===== config.mk =====
export PLATFORM = sky130hd
export DESIGN_NAME = scaled_glyph_rect_expander_top
export DESIGN_NICKNAME = d
export VERILOG_FILES = /design/src/rtl/sgre_pkg.sv /design/src/rtl/sgre_front.sv /design/src/rtl/sgre_queue.sv /design/src/rtl/sgre_back.sv /design/src/rtl/scaled_glyph_rect_expander_top.sv
export VERILOG_INCLUDE_DIRS = /design/src /design/src/rtl
export SDC_FILE = /design/constraint.sdc
export NUM_CORES = 1
export LEC_CHECK = 0
export BUFFER_PORTS_ARGS = -buffer_cell sky130_fd_sc_hd__buf_2
export CORE_MARGIN = 3
export CORE_UTILIZATION = 50
export CTS_CLUSTER_SIZE = 30
export DETAILED_ROUTE_END_ITERATION = 10
export PLACE_DENSITY_LB_ADDON = 0.2
export RECOVER_POWER = 25
export SLEW_MARGIN = 0
export SYNTH_ARGS = -nofsm -noshare
export SYNTH_HDL_FRONTEND = slang
export SYNTH_HIERARCHICAL = 1
export SYNTH_MEMORY_MAX_BITS = 65536
export SYNTH_SLANG_ARGS = --single-unit
export TNS_END_PERCENT = 50

===== constraint.sdc =====
create_clock -name clk -period 17.8 [get_ports clk]
set_input_delay 2.67 -clock clk [delete_from_list [all_inputs] [get_ports clk]]
set_output_delay 2.67 -clock clk [all_outputs]
set_load 0.02 [all_outputs]

===== src/rtl/assert_macros.svh =====
`ifndef ASSERT_MACROS_SVH
`define ASSERT_MACROS_SVH

// Concurrent check on clk, held off while rst_n is low.
`define SGRE_ASSERT(name, prop) \
    name: assert property (@(posedge clk) disable iff (!rst_n) prop) \
        else $error("sgre: assertion failed");

// Condition that must never hold at a clock edge.
`define SGRE_NEVER(name, cond) \
    `SGRE_ASSERT(name, !(cond))

`endif


===== src/rtl/sgre_pkg.sv =====
package sgre_pkg;

    localparam int MAX_SCALE     = 15;
    localparam int CHAR_ROWS     = 7;
    localparam int GLYPH_COLS    = 5;
    localparam int ADVANCE_CELLS = 6;
    localparam int CFG_IDX_W     = 3;
    localparam int CFG_DATA_W    = 16;

    localparam logic [CFG_IDX_W-1:0] REG_PANEL_WIDTH   = 3'd0;
    localparam logic [CFG_IDX_W-1:0] REG_PANEL_HEIGHT  = 3'd1;
    localparam logic [CFG_IDX_W-1:0] REG_COLUMN_OFFSET = 3'd2;
    localparam logic [CFG_IDX_W-1:0] REG_ROW_OFFSET    = 3'd3;
    localparam logic [CFG_IDX_W-1:0] REG_FORE_COLOR    = 3'd4;
    localparam logic [CFG_IDX_W-1:0] REG_BACK_COLOR    = 3'd5;
    localparam logic [CFG_IDX_W-1:0] REG_TEXT_SCALE    = 3'd6;

    localparam logic [7:0] CASE_GAP = 8'h20;

    // Row 0 is the top row; bit 4 of a row is its leftmost column.
    typedef logic [0:CHAR_ROWS-1][GLYPH_COLS-1:0] glyph_t;

    typedef struct packed {
        logic [7:0]  char_code;
        logic        restart;
        logic [15:0] pos_x;
        logic [15:0] pos_y;
    } in_word_t;

    typedef struct packed {
        logic [9:0]  col_start;
        logic [9:0]  col_end;
        logic [9:0]  row_start;
        logic [9:0]  row_end;
        logic [15:0] fill_color;
        logic [7:0]  pixel_count;
        logic        last;
    } out_word_t;

    typedef struct packed {
        logic [8:0]  panel_width;
        logic [8:0]  panel_height;
        logic [8:0]  column_offset;
        logic [8:0]  row_offset;
        logic [15:0] fore_color;
        logic [15:0] back_color;
        logic [3:0]  text_scale;
    } cfg_t;

    // One classified character: visible columns and rows with their
    // on-panel origins and clipped extents.
    typedef struct packed {
        glyph_t                                glyph;
        logic [GLYPH_COLS-1:0]                 col_ok;
        logic [CHAR_ROWS-1:0]                  row_ok;
        logic [GLYPH_COLS-1:0][8:0]            col_x;
        logic [CHAR_ROWS-1:0][8:0]             row_y;
        logic [GLYPH_COLS-1:0][3:0]            col_w;
        logic [CHAR_ROWS-1:0][3:0]             row_h;
    } ent_t;

    typedef struct packed {
        logic push;
        logic pop;
    } q_ctl_t;

    typedef struct packed {
        logic       not_empty;
        logic       full;
        logic [1:0] count;
    } q_stat_t;

    function automatic glyph_t glyph_lookup(input logic [7:0] code);
        logic [7:0] c;
        glyph_t     g;
        c = code;
        if (c >= "a" && c <= "z")
            c = c - CASE_GAP;
        unique case (c)
            "0": g = {5'h0e, 5'h11, 5'h13, 5'h15, 5'h19, 5'h11, 5'h0e};
            "1": g = {5'h04, 5'h0c, 5'h04, 5'h04, 5'h04, 5'h04, 5'h0e};
            "2": g = {5'h0e, 5'h11, 5'h01, 5'h02, 5'h04, 5'h08, 5'h1f};
            "3": g = {5'h1f, 5'h02, 5'h04, 5'h02, 5'h01, 5'h11, 5'h0e};
            "4": g = {5'h02, 5'h06, 5'h0a, 5'h12, 5'h1f, 5'h02, 5'h02};
            "5": g = {5'h1f, 5'h10, 5'h1e, 5'h01, 5'h01, 5'h11, 5'h0e};
            "6": g = {5'h06, 5'h08, 5'h10, 5'h1e, 5'h11, 5'h11, 5'h0e};
            "7": g = {5'h1f, 5'h01, 5'h02, 5'h04, 5'h08, 5'h08, 5'h08};
            "8": g = {5'h0e, 5'h11, 5'h11, 5'h0e, 5'h11, 5'h11, 5'h0e};
            "9": g = {5'h0e, 5'h11, 5'h11, 5'h0f, 5'h01, 5'h02, 5'h0c};
            "A": g = {5'h0e, 5'h11, 5'h11, 5'h1f, 5'h11, 5'h11, 5'h11};
            "B": g = {5'h1e, 5'h11, 5'h11, 5'h1e, 5'h11, 5'h11, 5'h1e};
            "C": g = {5'h0e, 5'h11, 5'h10, 5'h10, 5'h10, 5'h11, 5'h0e};
            "D": g = {5'h1e, 5'h11, 5'h11, 5'h11, 5'h11, 5'h11, 5'h1e};
            "E": g = {5'h1f, 5'h10, 5'h10, 5'h1e, 5'h10, 5'h10, 5'h1f};
            "F": g = {5'h1f, 5'h10, 5'h10, 5'h1e, 5'h10, 5'h10, 5'h10};
            "G": g = {5'h0e, 5'h11, 5'h10, 5'h17, 5'h11, 5'h11, 5'h0f};
            "H": g = {5'h11, 5'h11, 5'h11, 5'h1f, 5'h11, 5'h11, 5'h11};
            "I": g = {5'h0e, 5'h04, 5'h04, 5'h04, 5'h04, 5'h04, 5'h0e};
            "J": g = {5'h07, 5'h02, 5'h02, 5'h02, 5'h12, 5'h12, 5'h0c};
            "K": g = {5'h11, 5'h12, 5'h14, 5'h18, 5'h14, 5'h12, 5'h11};
            "L": g = {5'h10, 5'h10, 5'h10, 5'h10, 5'h10, 5'h10, 5'h1f};
            "M": g = {5'h11, 5'h1b, 5'h15, 5'h15, 5'h11, 5'h11, 5'h11};
            "N": g = {5'h11, 5'h19, 5'h15, 5'h13, 5'h11, 5'h11, 5'h11};
            "O": g = {5'h0e, 5'h11, 5'h11, 5'h11, 5'h11, 5'h11, 5'h0e};
            "P": g = {5'h1e, 5'h11, 5'h11, 5'h1e, 5'h10, 5'h10, 5'h10};
            "Q": g = {5'h0e, 5'h11, 5'h11, 5'h11, 5'h15, 5'h12, 5'h0d};
            "R": g = {5'h1e, 5'h11, 5'h11, 5'h1e, 5'h14, 5'h12, 5'h11};
            "S": g = {5'h0f, 5'h10, 5'h10, 5'h0e, 5'h01, 5'h01, 5'h1e};
            "T": g = {5'h1f, 5'h04, 5'h04, 5'h04, 5'h04, 5'h04, 5'h04};
            "U": g = {5'h11, 5'h11, 5'h11, 5'h11, 5'h11, 5'h11, 5'h0e};
            "V": g = {5'h11, 5'h11, 5'h11, 5'h11, 5'h11, 5'h0a, 5'h04};
            "W": g = {5'h11, 5'h11, 5'h11, 5'h15, 5'h15, 5'h15, 5'h0a};
            "X": g = {5'h11, 5'h11, 5'h0a, 5'h04, 5'h0a, 5'h11, 5'h11};
            "Y": g = {5'h11, 5'h11, 5'h0a, 5'h04, 5'h04, 5'h04, 5'h04};
            "Z": g = {5'h1f, 5'h01, 5'h02, 5'h04, 5'h08, 5'h10, 5'h1f};
            "-": g = {5'h00, 5'h00, 5'h00, 5'h1f, 5'h00, 5'h00, 5'h00};
            ".": g = {5'h00, 5'h00, 5'h00, 5'h00, 5'h00, 5'h0c, 5'h0c};
            "/": g = {5'h01, 5'h01, 5'h02, 5'h04, 5'h08, 5'h10, 5'h10};
            ":": g = {5'h00, 5'h0c, 5'h0c, 5'h00, 5'h0c, 5'h0c, 5'h00};
            default: g = '0;
        endcase
        return g;
    endfunction

    function automatic logic [2:0] low_set(input logic [6:0] m);
        logic [2:0] idx;
        idx = '0;
        for (int i = 6; i >= 0; i--)
            if (m[i])
                idx = 3'(i);
        return idx;
    endfunction

    function automatic logic [2:0] high_set(input logic [6:0] m);
        logic [2:0] idx;
        idx = '0;
        for (int i = 0; i < 7; i++)
            if (m[i])
                idx = 3'(i);
        return idx;
    endfunction

    // Lowest set bit strictly above position i.
    function automatic logic [2:0] next_set(input logic [6:0] m, input logic [2:0] i);
        logic [7:0] below;
        below = (8'd2 << i) - 8'd1;
        return low_set(m & ~below[6:0]);
    endfunction

endpackage


===== src/rtl/sgre_front.sv =====
module sgre_front (
    input  logic               clk,
    input  logic               rst_n,
    input  sgre_pkg::cfg_t     cfg,
    input  logic               char_valid,
    output logic               char_stall,
    input  sgre_pkg::in_word_t char_word,
    input  logic               q_full,
    output logic               push,
    output sgre_pkg::ent_t     ent
);
    import sgre_pkg::*;

    logic [15:0] cursor_x_reg, cursor_x_next;
    logic [15:0] cursor_y_reg;
    logic [15:0] cur_x, cur_y;
    logic [3:0]  scale;
    logic        accept;
    logic [GLYPH_COLS-1:0][15:0] col_pos;
    logic [GLYPH_COLS-1:0][8:0]  col_dx;
    logic [CHAR_ROWS-1:0][15:0]  row_pos;
    logic [CHAR_ROWS-1:0][8:0]   row_dy;

    assign scale = ({4'd0, cfg.text_scale} > 8'(MAX_SCALE)) ? 4'(MAX_SCALE)
                                                            : cfg.text_scale;

    assign cur_x = char_word.restart ? char_word.pos_x : cursor_x_reg;
    assign cur_y = char_word.restart ? char_word.pos_y : cursor_y_reg;

    always_comb
    begin
        ent.glyph = glyph_lookup(char_word.char_code);
        for (int c = 0; c < GLYPH_COLS; c++)
        begin
            col_pos[c]  = cur_x + 16'(c) * {12'd0, scale};
            col_dx[c]   = cfg.panel_width - col_pos[c][8:0];
            ent.col_ok[c] = col_pos[c] < {7'd0, cfg.panel_width};
            ent.col_x[c]  = col_pos[c][8:0];
            // clip at the right edge
            ent.col_w[c]  = (col_dx[c] < {5'd0, scale}) ? col_dx[c][3:0] : scale;
        end
        for (int r = 0; r < CHAR_ROWS; r++)
        begin
            row_pos[r]  = cur_y + 16'(r) * {12'd0, scale};
            row_dy[r]   = cfg.panel_height - row_pos[r][8:0];
            ent.row_ok[r] = row_pos[r] < {7'd0, cfg.panel_height};
            ent.row_y[r]  = row_pos[r][8:0];
            ent.row_h[r]  = (row_dy[r] < {5'd0, scale}) ? row_dy[r][3:0] : scale;
        end
    end

    assign char_stall    = q_full;
    assign accept        = char_valid && !q_full;
    // characters with nothing on the panel never reach the queue
    assign push          = accept && (scale != 4'd0) && (|ent.col_ok) && (|ent.row_ok);
    assign cursor_x_next = cur_x + 16'(ADVANCE_CELLS) * {12'd0, scale};

    always_ff @(posedge clk or negedge rst_n)
    begin
        if (!rst_n)
        begin
            cursor_x_reg <= '0;
            cursor_y_reg <= '0;
        end
        else if (accept)
        begin
            cursor_x_reg <= cursor_x_next;
            cursor_y_reg <= cur_y;
        end
    end

endmodule


===== src/rtl/sgre_queue.sv =====
module sgre_queue (
    input  logic              clk,
    input  logic              rst_n,
    input  sgre_pkg::q_ctl_t  q_ctl,
    input  sgre_pkg::ent_t    wr_ent,
    output sgre_pkg::ent_t    head,
    output sgre_pkg::q_stat_t q_stat
);
    import sgre_pkg::*;

    ent_t       slot_reg [2];
    logic       wr_ptr_reg, rd_ptr_reg;
    logic [1:0] count_reg, count_next;

    assign head             = slot_reg[rd_ptr_reg];
    assign q_stat.not_empty = count_reg != 2'd0;
    assign q_stat.full      = count_reg == 2'd2;
    assign q_stat.count     = count_reg;

    always_comb
    begin
        count_next = count_reg;
        if (q_ctl.push && !q_ctl.pop)
            count_next = count_reg + 2'd1;
        else if (!q_ctl.push && q_ctl.pop)
            count_next = count_reg - 2'd1;
    end

    always_ff @(posedge clk or negedge rst_n)
    begin
        if (!rst_n)
        begin
            wr_ptr_reg <= 1'b0;
            rd_ptr_reg <= 1'b0;
            count_reg  <= '0;
        end
        else
        begin
            count_reg <= count_next;
            if (q_ctl.push)
                wr_ptr_reg <= !wr_ptr_reg;
            if (q_ctl.pop)
                rd_ptr_reg <= !rd_ptr_reg;
        end
    end

    always_ff @(posedge clk)
    begin
        if (q_ctl.push)
            slot_reg[wr_ptr_reg] <= wr_ent;
    end

endmodule


===== src/rtl/sgre_back.sv =====
module sgre_back (
    input  logic                clk,
    input  logic                rst_n,
    input  sgre_pkg::cfg_t      cfg,
    input  sgre_pkg::ent_t      head,
    input  sgre_pkg::q_stat_t   q_stat,
    output logic                pop,
    output logic                rect_valid,
    input  logic                rect_stall,
    output sgre_pkg::out_word_t rect_word
);
    import sgre_pkg::*;

    logic       rect_valid_reg, rect_valid_next;
    logic       started_reg;
    logic [2:0] row_reg, col_reg;
    out_word_t  word_reg, word_next;
    logic [6:0] col_mask;
    logic [2:0] first_row, last_row, first_col, last_col;
    logic [2:0] cur_r, cur_c, next_r, next_c;
    logic [8:0] x, y;
    logic [3:0] w, h;
    logic       is_last, advance;

    assign col_mask  = {2'b00, head.col_ok};
    assign first_row = low_set(head.row_ok);
    assign last_row  = high_set(head.row_ok);
    assign first_col = low_set(col_mask);
    assign last_col  = high_set(col_mask);

    // a fresh character starts at its first visible cell
    assign cur_r = started_reg ? row_reg : first_row;
    assign cur_c = started_reg ? col_reg : first_col;

    assign x = head.col_x[cur_c];
    assign w = head.col_w[cur_c];
    assign y = head.row_y[cur_r];
    assign h = head.row_h[cur_r];

    assign is_last = (cur_r == last_row) && (cur_c == last_col);
    assign advance = q_stat.not_empty && (!rect_valid_reg || !rect_stall);
    assign pop     = advance && is_last;

    always_comb
    begin
        if (cur_c == last_col)
        begin
            next_r = next_set(head.row_ok, cur_r);
            next_c = first_col;
        end
        else
        begin
            next_r = cur_r;
            next_c = next_set(col_mask, cur_c);
        end
    end

    always_comb
    begin
        word_next.col_start   = 10'(cfg.column_offset) + 10'(x);
        word_next.col_end     = 10'(cfg.column_offset) + 10'(x) + 10'(w) - 10'd1;
        word_next.row_start   = 10'(cfg.row_offset) + 10'(y);
        word_next.row_end     = 10'(cfg.row_offset) + 10'(y) + 10'(h) - 10'd1;
        word_next.fill_color  = head.glyph[cur_r][3'd4 - cur_c] ? cfg.fore_color
                                                                : cfg.back_color;
        word_next.pixel_count = {4'd0, w} * {4'd0, h};
        word_next.last        = is_last;
    end

    always_comb
    begin
        rect_valid_next = rect_valid_reg && rect_stall;
        if (advance)
            rect_valid_next = 1'b1;
    end

    always_ff @(posedge clk or negedge rst_n)
    begin
        if (!rst_n)
        begin
            rect_valid_reg <= 1'b0;
            started_reg    <= 1'b0;
            row_reg        <= '0;
            col_reg        <= '0;
        end
        else
        begin
            rect_valid_reg <= rect_valid_next;
            if (advance)
            begin
                started_reg <= !is_last;
                row_reg     <= next_r;
                col_reg     <= next_c;
            end
        end
    end

    always_ff @(posedge clk)
    begin
        if (advance)
            word_reg <= word_next;
    end

    assign rect_valid = rect_valid_reg;
    assign rect_word  = word_reg;

endmodule


===== src/rtl/scaled_glyph_rect_expander_top.sv =====
// Draws 5x7 text as filled windows: each character word on the char channel
// becomes one window word per visible glyph cell on the rect channel, row by
// row and left to right, the final one flagged last. The front end takes a
// character every cycle while its two-entry queue has room, looks up the
// glyph, updates the cursor and clips all five columns and seven rows at once;
// a character with no visible cell (or text_scale of zero) leaves the queue
// untouched. The back end sequencer emits one window per clock while
// rect_stall is low, so a character yields visible rows times visible columns
// windows, 1 to 35, and it sets the sustained rate. Its output is registered.
// The user must write configuration only while idle; nothing enforces it.
`include "assert_macros.svh"

module scaled_glyph_rect_expander_top (
    input  logic                              clk,
    input  logic                              rst_n,
    input  logic                              cfg_write,
    input  logic [sgre_pkg::CFG_IDX_W-1:0]    cfg_index,
    input  logic [sgre_pkg::CFG_DATA_W-1:0]   cfg_data,
    input  logic                              char_valid,
    output logic                              char_stall,
    input  sgre_pkg::in_word_t                char_word,
    output logic                              rect_valid,
    input  logic                              rect_stall,
    output sgre_pkg::out_word_t               rect_word
);
    import sgre_pkg::*;

    cfg_t    cfg_reg;
    ent_t    wr_ent, head;
    q_ctl_t  q_ctl;
    q_stat_t q_stat;
    logic    push, pop;

    always_ff @(posedge clk or negedge rst_n)
    begin
        if (!rst_n)
        begin
            cfg_reg.panel_width   <= 9'd240;
            cfg_reg.panel_height  <= 9'd320;
            cfg_reg.column_offset <= '0;
            cfg_reg.row_offset    <= '0;
            cfg_reg.fore_color    <= 16'hffff;
            cfg_reg.back_color    <= '0;
            cfg_reg.text_scale    <= 4'd1;
        end
        else if (cfg_write)
        begin
            unique case (cfg_index)
                REG_PANEL_WIDTH:   cfg_reg.panel_width   <= cfg_data[8:0];
                REG_PANEL_HEIGHT:  cfg_reg.panel_height  <= cfg_data[8:0];
                REG_COLUMN_OFFSET: cfg_reg.column_offset <= cfg_data[8:0];
                REG_ROW_OFFSET:    cfg_reg.row_offset    <= cfg_data[8:0];
                REG_FORE_COLOR:    cfg_reg.fore_color    <= cfg_data;
                REG_BACK_COLOR:    cfg_reg.back_color    <= cfg_data;
                REG_TEXT_SCALE:    cfg_reg.text_scale    <= cfg_data[3:0];
                default: ;
            endcase
        end
    end

    sgre_front u_front (
        .clk        (clk),
        .rst_n      (rst_n),
        .cfg        (cfg_reg),
        .char_valid (char_valid),
        .char_stall (char_stall),
        .char_word  (char_word),
        .q_full     (q_stat.full),
        .push       (push),
        .ent        (wr_ent)
    );

    assign q_ctl.push = push;
    assign q_ctl.pop  = pop;

    sgre_queue u_queue (
        .clk    (clk),
        .rst_n  (rst_n),
        .q_ctl  (q_ctl),
        .wr_ent (wr_ent),
        .head   (head),
        .q_stat (q_stat)
    );

    sgre_back u_back (
        .clk        (clk),
        .rst_n      (rst_n),
        .cfg        (cfg_reg),
        .head       (head),
        .q_stat     (q_stat),
        .pop        (pop),
        .rect_valid (rect_valid),
        .rect_stall (rect_stall),
        .rect_word  (rect_word)
    );

    `SGRE_ASSERT(a_no_word_from_empty, !q_stat.not_empty && !rect_valid |=> !rect_valid)
    `SGRE_NEVER(a_pop_when_empty, q_ctl.pop && !q_stat.not_empty)
    `SGRE_NEVER(a_count_overrun, q_stat.count == 2'd3)

endmodule

Yosys cells after proc, flatten, opt, wreduce, memory -nomap -nowiden

Memories as Yosys holds them, arrays and structs flattened.
Cells that the tools add are included.

Output and inout bits: 67
Memories kept: 2
Word-level logic and storage cells: 218
Latch bits: 0
Flip-flop bits (word level): 181
Bits in read-only memories: 4480
Memory bits (writable): 406
Input bits: 65

Memories:

| name             | words | width | rd ports | clocked after memory_dff | wr ports | RTL line         | source |
|---|---|---|---|---|---|---|---|
| (name not given) | 128   | 35    | 1        | 0                        | 0        | sgre_pkg.sv:79   | `unique case (c)` |
| u_queue.slot_reg | 2     | 203   | 1        | 0                        | 1        | sgre_queue.sv:11 | `ent_t slot_reg [2];` |

Bitwise logic cells: 5
Div/mod/pow operators: 0
Multiplexer cells: 75
Add/subtract/negate cells: 35
Order comparisons: 30
Equality and inequality tests: 9
Reductions and logical operators: 33
Shift-type cells: 2
Multiply operators: 4

Operators with widths:

| cell                    | count |
|---|---|
| $lt A16 B9 Y1           | 12 |
| $lt A9 B4 Y1            | 12 |
| $sub A9 B9 Y9           | 12 |
| $mux W3                 | 34 |
| $add A16 B6 Y16         | 4 |
| $mux W4                 | 14 |
| $bmux W9 S3             | 2 |
| $add A16 B7 Y16         | 3 |
| $mux W16                | 3 |
| $mux W35                | 1 |
| $add A16 B4 Y16         | 2 |
| $add A16 B5 Y16         | 2 |
| $bmux W4 S3             | 2 |
| $add A10 B4 Y10         | 2 |
| $add A9 B9 Y10          | 2 |
| $sub A10 B1 Y10 const B | 2 |
| $mux W9                 | 2 |
| $bmux W5 S3             | 1 |
| $not A7 Y7              | 2 |
| $reduce_and A2 Y1       | 7 |
| $shl A2 B3 Y7 const A   | 2 |
| $sub A7 B1 Y7 const B   | 2 |
| $lt A3 B4 Y1 const B    | 3 |
| $mul A2 B4 Y6 const A   | 2 |
| other kinds (30)        | 63 |

Depth between registers and ports, before layout

Gate-level depths: netlist of the first run.
An unclocked memory read counts as a cell.

Depth in word-level cells: 21
Gate-level depth with buffers: 32
Gate-level depth less buffers: 24

Hierarchy

Netlist of the first run, hierarchy kept.

By module, submodules not included:

| module                         | times used | seq. area each (sq um) | area each (sq um) | cells each |
|---|---|---|---|---|
| sgre_queue                     | 1          | 12291.8                | 15501.1           | 648 |
| sgre_front                     | 1          | 800.8                  | 14326.2           | 1943 |
| sgre_back                      | 1          | 2152.1                 | 6727.7            | 780 |
| scaled_glyph_rect_expander_top | 1          | 1830.5                 | 2785.2            | 157 |

Worst setup path after synthesis of the first run

Ideal clock, no wire load.

Kind: in2reg
Start point: input char_word[32] (netlist name)
End point: memory u_queue/slot_reg[0][0] (netlist name), enable pin
Arrival time: 16.492 ns
Buffers on the path: 5
Cell stages on the path: 26
Required time: 17.006 ns
Path slack: 0.514 ns
Library setup time: 0.794 ns
Cells stage by stage: buf_6 > buf_4 > buf_2 > buf_2 > buf_2 > mux2i_1 > inv_1 > ha_1 > ha_1 > inv_1 > fa_1 > nor2b_1 > o31a_1 > o21ai_0 > nand2_1 > xnor2_1 > ha_1 > nand4_1 > nor2_1 > a211oi_1 > o2111ai_1 > a211o_1 > nor4_1 > or4b_2 > o211a_1 > nor2b_1

RTL lines:

| what        | RTL line                             | source |
|---|---|---|
| from (decl) | scaled_glyph_rect_expander_top.sv:21 | `input sgre_pkg::in_word_t char_word,` |
| to (decl)   | sgre_queue.sv:11                     |  |

==> impl_metrics.tcl, run 1 <==
set metrics [dict create \
    cp_data_required_time_ps 17990 \
    coreArea_sq_mm 0.0777 \
    hold_depth 2 \
    viasPerCell 5.93 \
    ctsResizeCount 0 \
    violations "max-capacitance violations, max-slew violations" \
    dp_hpwl_um 79700 \
    syn-num-nets 3953 \
    io_buffers 131 \
    grt_pass1_wl_um 169000 \
    clk_latency_ps 620 \
    first_pass_iters 6 \
    vias 27900 \
    instances_no_fill 4711 \
    endpoint_kind "register" \
    drc 0 \
    status "finished with violations" \
    synth_area_per_cell_sq_um 11.2 \
    critPathArrivalTime_ps 12890 \
    max-clock-path-buffers 3 \
    cts_sinks 587 \
    numCtsBuffers 67 \
    netlist_instances 3528 \
    synthToLayoutAreaGrowth_pct 8.79 \
    numPlacedInstances 4588 \
    synth.distinct_cells 102 \
    setup_violations 0 \
    rr_worst_depth 23 \
    die_height_um 287 \
    grt_pass1_vias 27000 \
    finalHoldViolations 0 \
    slew_violations 272 \
    ctsHoldBuffers 0 \
    period_needed_ps 12690 \
    drive_gt1_share_pct 16.7 \
    nets 4042 \
    grt_max_degree 154 \
    clock_skew_ps 35.4 \
    ys_seq_elements 587 \
    cp_max_fo 150 \
    fin_crit_sh_pct 71.3 \
    wl_um 112000 \
    num_rows 102 \
    track_usage_pct 26.9 \
    yosys_most_used_dff "edfxtp_1" \
    synth_seq_area_share_pct 43.4 \
    post_cts_buffers 0 \
    boundaryPins 132 \
    yosysWarnings 6 \
    startpoint_type "primary input" \
    first_iter_violations 3072 \
    antenna_found_initial 2 \
    relSlewSlack_pct -177 \
    tns_ps 0 \
    drt-wirelength-per-cell_um 23.7 \
    worstMarginPinSlew_ps 4150 \
    worstSetupPathType "in -> reg" \
    grt-ovfl-total 0 \
    htree_levels 3 \
    async_reset_ff_share_pct 19.8 \
    clockRootBuffer "clkbuf_16" \
    dieArea_sq_mm 0.0821 \
    synth-edff-count 471 \
    ant_nets 0 \
    cts_tree "done" \
    start_util_pct 50.6 \
    largest_reg_flops 406 \
    syn_area_sq_mm 0.0393 \
    cap_violations 5 \
    gp_congestion 0.950 \
    hp-class "reg -> reg" \
    die_x_um 287 \
    clkSlewWorstSetupHoldPaths_ps 50 \
    rsz0062_at_grt "false" \
    clock.fmax_mhz 78.8 \
]
==> per-stage QoR <==
stage,hold slack [ps],utilization [%],instance area (sq um),setup WS (ps)
after floorplan,442,-,39300,514
after global placement,457,52.5,40800,7340
after detailed placement,467,52.5,40800,7240
after CTS,480,55.2,42900,7870
after global routing,495,55.1,42800,4390
final,476,55.1,42800,5110
==> logic make-up (layout without fill, tap and decap cells) <==
| logic type | Yosys count | in the layout | share of synthesized area (%) |
|---|---|---|---|
| buffers and inverters | 401 | 543 | 4.65 |
| other | 0 | 1 | 0 |
| muxes | 389 | 389 | 12.7 |
| DFF | 587 | 587 | 43.4 |
| xor gates and xnor gates | 201 | 201 | 4.51 |
| adders and majority gates | 361 | 361 | 12.0 |
| AOI/OAI and AO/OA | 849 | 849 | 13.6 |
| and+or+nand+nor | 740 | 740 | 9.13 |
==> worst max-delay path, stage by stage <==
cell	delay, ps
buf_2	70
clkbuf_1	2890
mux2i_1	840
inv_1	580
ha_1	350
a21oi_1	290
nor2b_1	90
o21ai_0	490
xnor2_1	230
ha_1	390
inv_1	110
o21bai_1	90
a21oi_1	150
o21ai_0	130
a2111oi_0	1090
nor3_1	130
or4b_2	260
o211a_1	220
and2_4	700
buf_12	440
==> per-layer routing <==
metal	global-route usage [%]	vias to the layer above	part of all wire [%]
met1	39.0	13600	45
met5	0	-	0
li1	-	13100	-
met2	41.5	1126	44
met3	5.24	170	8.2
met4	6.58	0	2.5
==> final timing paths <==
path | from | end | slack [ps]
setup / recovery | char_word[32] | u_queue/slot_reg[1][23]$_DFFE_PP_ | 5110
hold / removal | u_front/cursor_x_reg[11]$_DFFE_PN0P_ | u_front/cursor_x_reg[11]$_DFFE_PN0P_ | 480
setup reg to reg | u_queue/rd_ptr_reg$_DFFE_PN0P_ | u_back/rect_word[54]$_DFFE_PP_ | 9070
hold reg to reg | u_front/cursor_x_reg[11]$_DFFE_PN0P_ | u_front/cursor_x_reg[11]$_DFFE_PN0P_ | 480
max in group asynchronous | rst_n | u_queue/rd_ptr_reg$_DFFE_PN0P_ | 9530
min in group asynchronous | rst_n | u_front/cursor_x_reg[15]$_DFFE_PN0P_ | 3220
==> cell type report <==
cell class                 count  area, sq um
inverter                     242          910
timing repair buffer         179          958
tap                         1040         1300
clock inverter                36          303
fill                        6795        34900
multi-input combinational   2540        20500
clock buffer                  86         1790
sequential                   587        17100
antenna                        1         2.50
==> cells in the mapped netlist, types with 12 or more instances <==
master	n	area share, %
clkbuf_1	76	0.73
o31ai_1	12	0.23
and3_1	17	0.27
and2_1	14	0.22
o22a_1	15	0.33
nand4_1	16	0.25
buf_2	18	0.23
nand3_1	40	0.51
dfstp_2	23	1.5
a21oi_1	275	3.5
a211oi_1	12	0.23
buf_6	24	0.69
a2111oi_0	12	0.27
a22oi_1	25	0.48
o211ai_1	21	0.40
inv_1	232	2.2
dfrtp_1	93	5.9
mux2i_1	54	1.4
o21a_1	21	0.40
buf_4	29	0.55
o21ai_0	208	2.6
nand2_1	277	2.6
a32oi_1	18	0.40
mux2_4	170	6.5
fa_1	30	1.5
nor3_1	47	0.60
ha_1	330	10
nand2b_1	32	0.51
xor2_1	46	1.0
o22ai_1	27	0.43
nor2_1	163	1.6
a21o_1	77	1.5
a31oi_1	17	0.27
edfxtp_1	471	36
nor4_1	13	0.21
o21bai_1	19	0.36
xnor2_1	154	3.4
mux2_2	157	4.5
nor2b_1	61	0.97
==> placed cells by master, fill, tap and decap left out, drive strengths merged, types with 32 or more instances in the layout <==
master  instances
a21o           77
a21oi         279
buf           117
clkbuf        148
clkinv         35
dfrtp          93
edfxtp        471
ha            330
inv           239
mux2          329
mux2i          60
nand2         278
nand2b         32
nand3          40
nor2          164
nor2b          61
nor3           48
o21ai         213
xnor2         154
xor2           46
Power of run 1 is left out: the tool's default activity adds up to more than one toggle a clock period on the data nets, which glitch-free logic cannot reach.
==> run 2: changes to the inputs <==
clock period = 11.05 ns   (was 17.8 ns; I/O delays follow)
==> impl_metrics.tcl, run 2 (synthesis results as in run 1) <==
set metrics [dict create \
    wl_um 110000 \
    nets 4054 \
    holdPathEnd "u_front/cursor_x_reg[8]$_DFFE_PN0P_" \
    grt_pass1_wl_um 166000 \
    first_pass_iters 6 \
    status "finished with violations" \
    place_area_sq_mm 0.0409 \
    clkSlewWorstSetupHoldPaths_ps 60 \
    crit_path_top_delay_cell "a2111oi_0" \
    critPathMaxStageDelay_ps 1140 \
    clock.fmax_mhz 109 \
    stdcell_area_sq_mm 0.0432 \
    drt-wirelength-per-cell_um 23.3 \
    startpoint_type "primary input" \
    htree_levels 3 \
    dp_hpwl_um 79100 \
    slew_violations 201 \
    antenna_found_initial 3 \
    worstSetupPathType "in -> reg" \
    fin_util_pct 55.5 \
    hp-start "u_front/cursor_x_reg[8]$_DFFE_PN0P_" \
    start_util_pct 50.6 \
    drive_gt1_share_pct 17.9 \
    cts_sinks 587 \
    endpoint_kind "register" \
    final_cell_mix "471 x edfxtp_1, 330 x ha_1, 277 x nand2_1, 275 x a21oi_1, 231 x inv_1" \
    clk_latency_ps 630 \
    critPathArrivalTime_ps 9380 \
    largest_reg_flops 406 \
    max-clock-path-buffers 3 \
    grt-ovfl-total 0 \
    viasPerCell 5.92 \
    grt_max_degree 142 \
    gp_congestion 0.959 \
    cp_data_required_time_ps 11300 \
    track_usage_pct 26.4 \
    rsz0062_at_grt "false" \
    relSlewSlack_pct -160 \
    numCtsBuffers 69 \
    num_rows 102 \
    cap_violations 4 \
    r2r-start "u_queue/rd_ptr_reg$_DFFE_PN0P_" \
    grt_pass1_vias 26800 \
    finalHoldViolations 0 \
    period_needed_ps 9130 \
    rr_worst_depth 24 \
    die_x_um 287 \
    regToRegEndpoint "u_back/rect_word[54]$_DFFE_PP_" \
    synthToLayoutAreaGrowth_pct 9.73 \
    hp-class "reg -> reg" \
    dieArea_sq_mm 0.0821 \
    hold_depth 2 \
    worstMarginPinSlew_ps 3900 \
    violations "max-capacitance violations, max-slew violations" \
    vias 28000 \
    die_height_um 287 \
    reg2reg_slack_ps 3440 \
    setup_violations 0 \
    fin_crit_sh_pct 82.6 \
    clockRootBuffer "clkbuf_16" \
    boundaryPins 132 \
    post_cts_buffers 0 \
    ant_nets 0 \
    coreArea_sq_mm 0.0777 \
    clock_skew_ps 31.6 \
    cp_max_fo 36 \
    drc 0 \
    final_common_cell "edfxtp_1" \
    path_cells "clkbuf_1 > mux2i_1 > inv_1 > ha_1 > nor2b_1 > o21ai_0 > xnor2_1 > ha_1 > inv_1 > o21bai_1 > a21oi_1 > o21ai_0 > a2111oi_0 > nor3_1 > or4b_2 > o211a_1 > and2_4 > buf_4" \
    first_iter_violations 2998 \
    ctsResizeCount 0 \
    ctsHoldBuffers 0 \
    cts_tree "done" \
    holdWs_ps 474 \
    io_buffers 131 \
]
## run 2: changes by cell type in the layout (fill, tap and decap cells not counted), sizes merged
cell,previous run,this run
inv,239,238
clkinv,35,28
bufinv,2,7
clkinvlp,2,6
buf,117,163
clkbuf,148,115
## run 2: through the flow
stage                     std cells  setup slack, ps  TNS, ps
after detailed placement       4598             2200        0
final                          4725             1920        0
after CTS                      4724             2830        0
after global placement         4598             2410        0
after floorplan                3528             -777  -157650
after global routing           4724             1480        0
## run 2: layout make-up
| class | instances | area [sq um] |
|---|---|---|
| clock buffers | 89 | 1880 |
| well taps | 1040 | 1300 |
| diodes | 1 | 2.50 |
| fillers | 6666 | 34600 |
| flip-flops and latches | 587 | 17100 |
| clock inverters | 37 | 483 |
| inverters | 242 | 910 |
| repair buffers | 189 | 1100 |
| multi-input cells | 2540 | 20400 |
## run 2: metal layers
| layer | part of all wire, % | track usage [%] | up-vias |
|---|---|---|---|
| met4 | 2.5 | 6.55 | 0 |
| met3 | 7.3 | 3.81 | 174 |
| met5 | 0 | 0 | - |
| li1 | - | - | 13100 |
| met2 | 45 | 41.0 | 1077 |
| met1 | 46 | 38.9 | 13600 |
## run 2: how the worst max path moves through the flow
stage | from | end | slack [ps] | depth (start not counted)
2_1_floorplan | char_word[32] | u_queue/slot_reg[1][0]$_DFFE_PP_ | -780 | 26
3_3_place_gp | char_word[32] | u_queue/slot_reg[1][55]$_DFFE_PP_ | 2410 | 20
3_5_place_dp | char_word[32] | u_queue/slot_reg[1][73]$_DFFE_PP_ | 2200 | 20
4_1_cts | char_word[32] | u_queue/slot_reg[1][52]$_DFFE_PP_ | 2830 | 20
5_1_grt | char_word[32] | u_queue/slot_reg[1][52]$_DFFE_PP_ | 1480 | 18
6_report | char_word[32] | u_queue/slot_reg[1][133]$_DFFE_PP_ | 1920 | 18
## run 2: critical path: cells and delay by family
family	cells	cell delay, ps
AO/OA/AOI/OAI	6	2460
XOR/XNOR	1	250
adder cells (fa/ha/maj)	2	860
buffers and inverters	4	1970
multiplexers	1	980
AND/OR/NAND/NOR	4	1170
Power of run 2 is left out for the same reason.
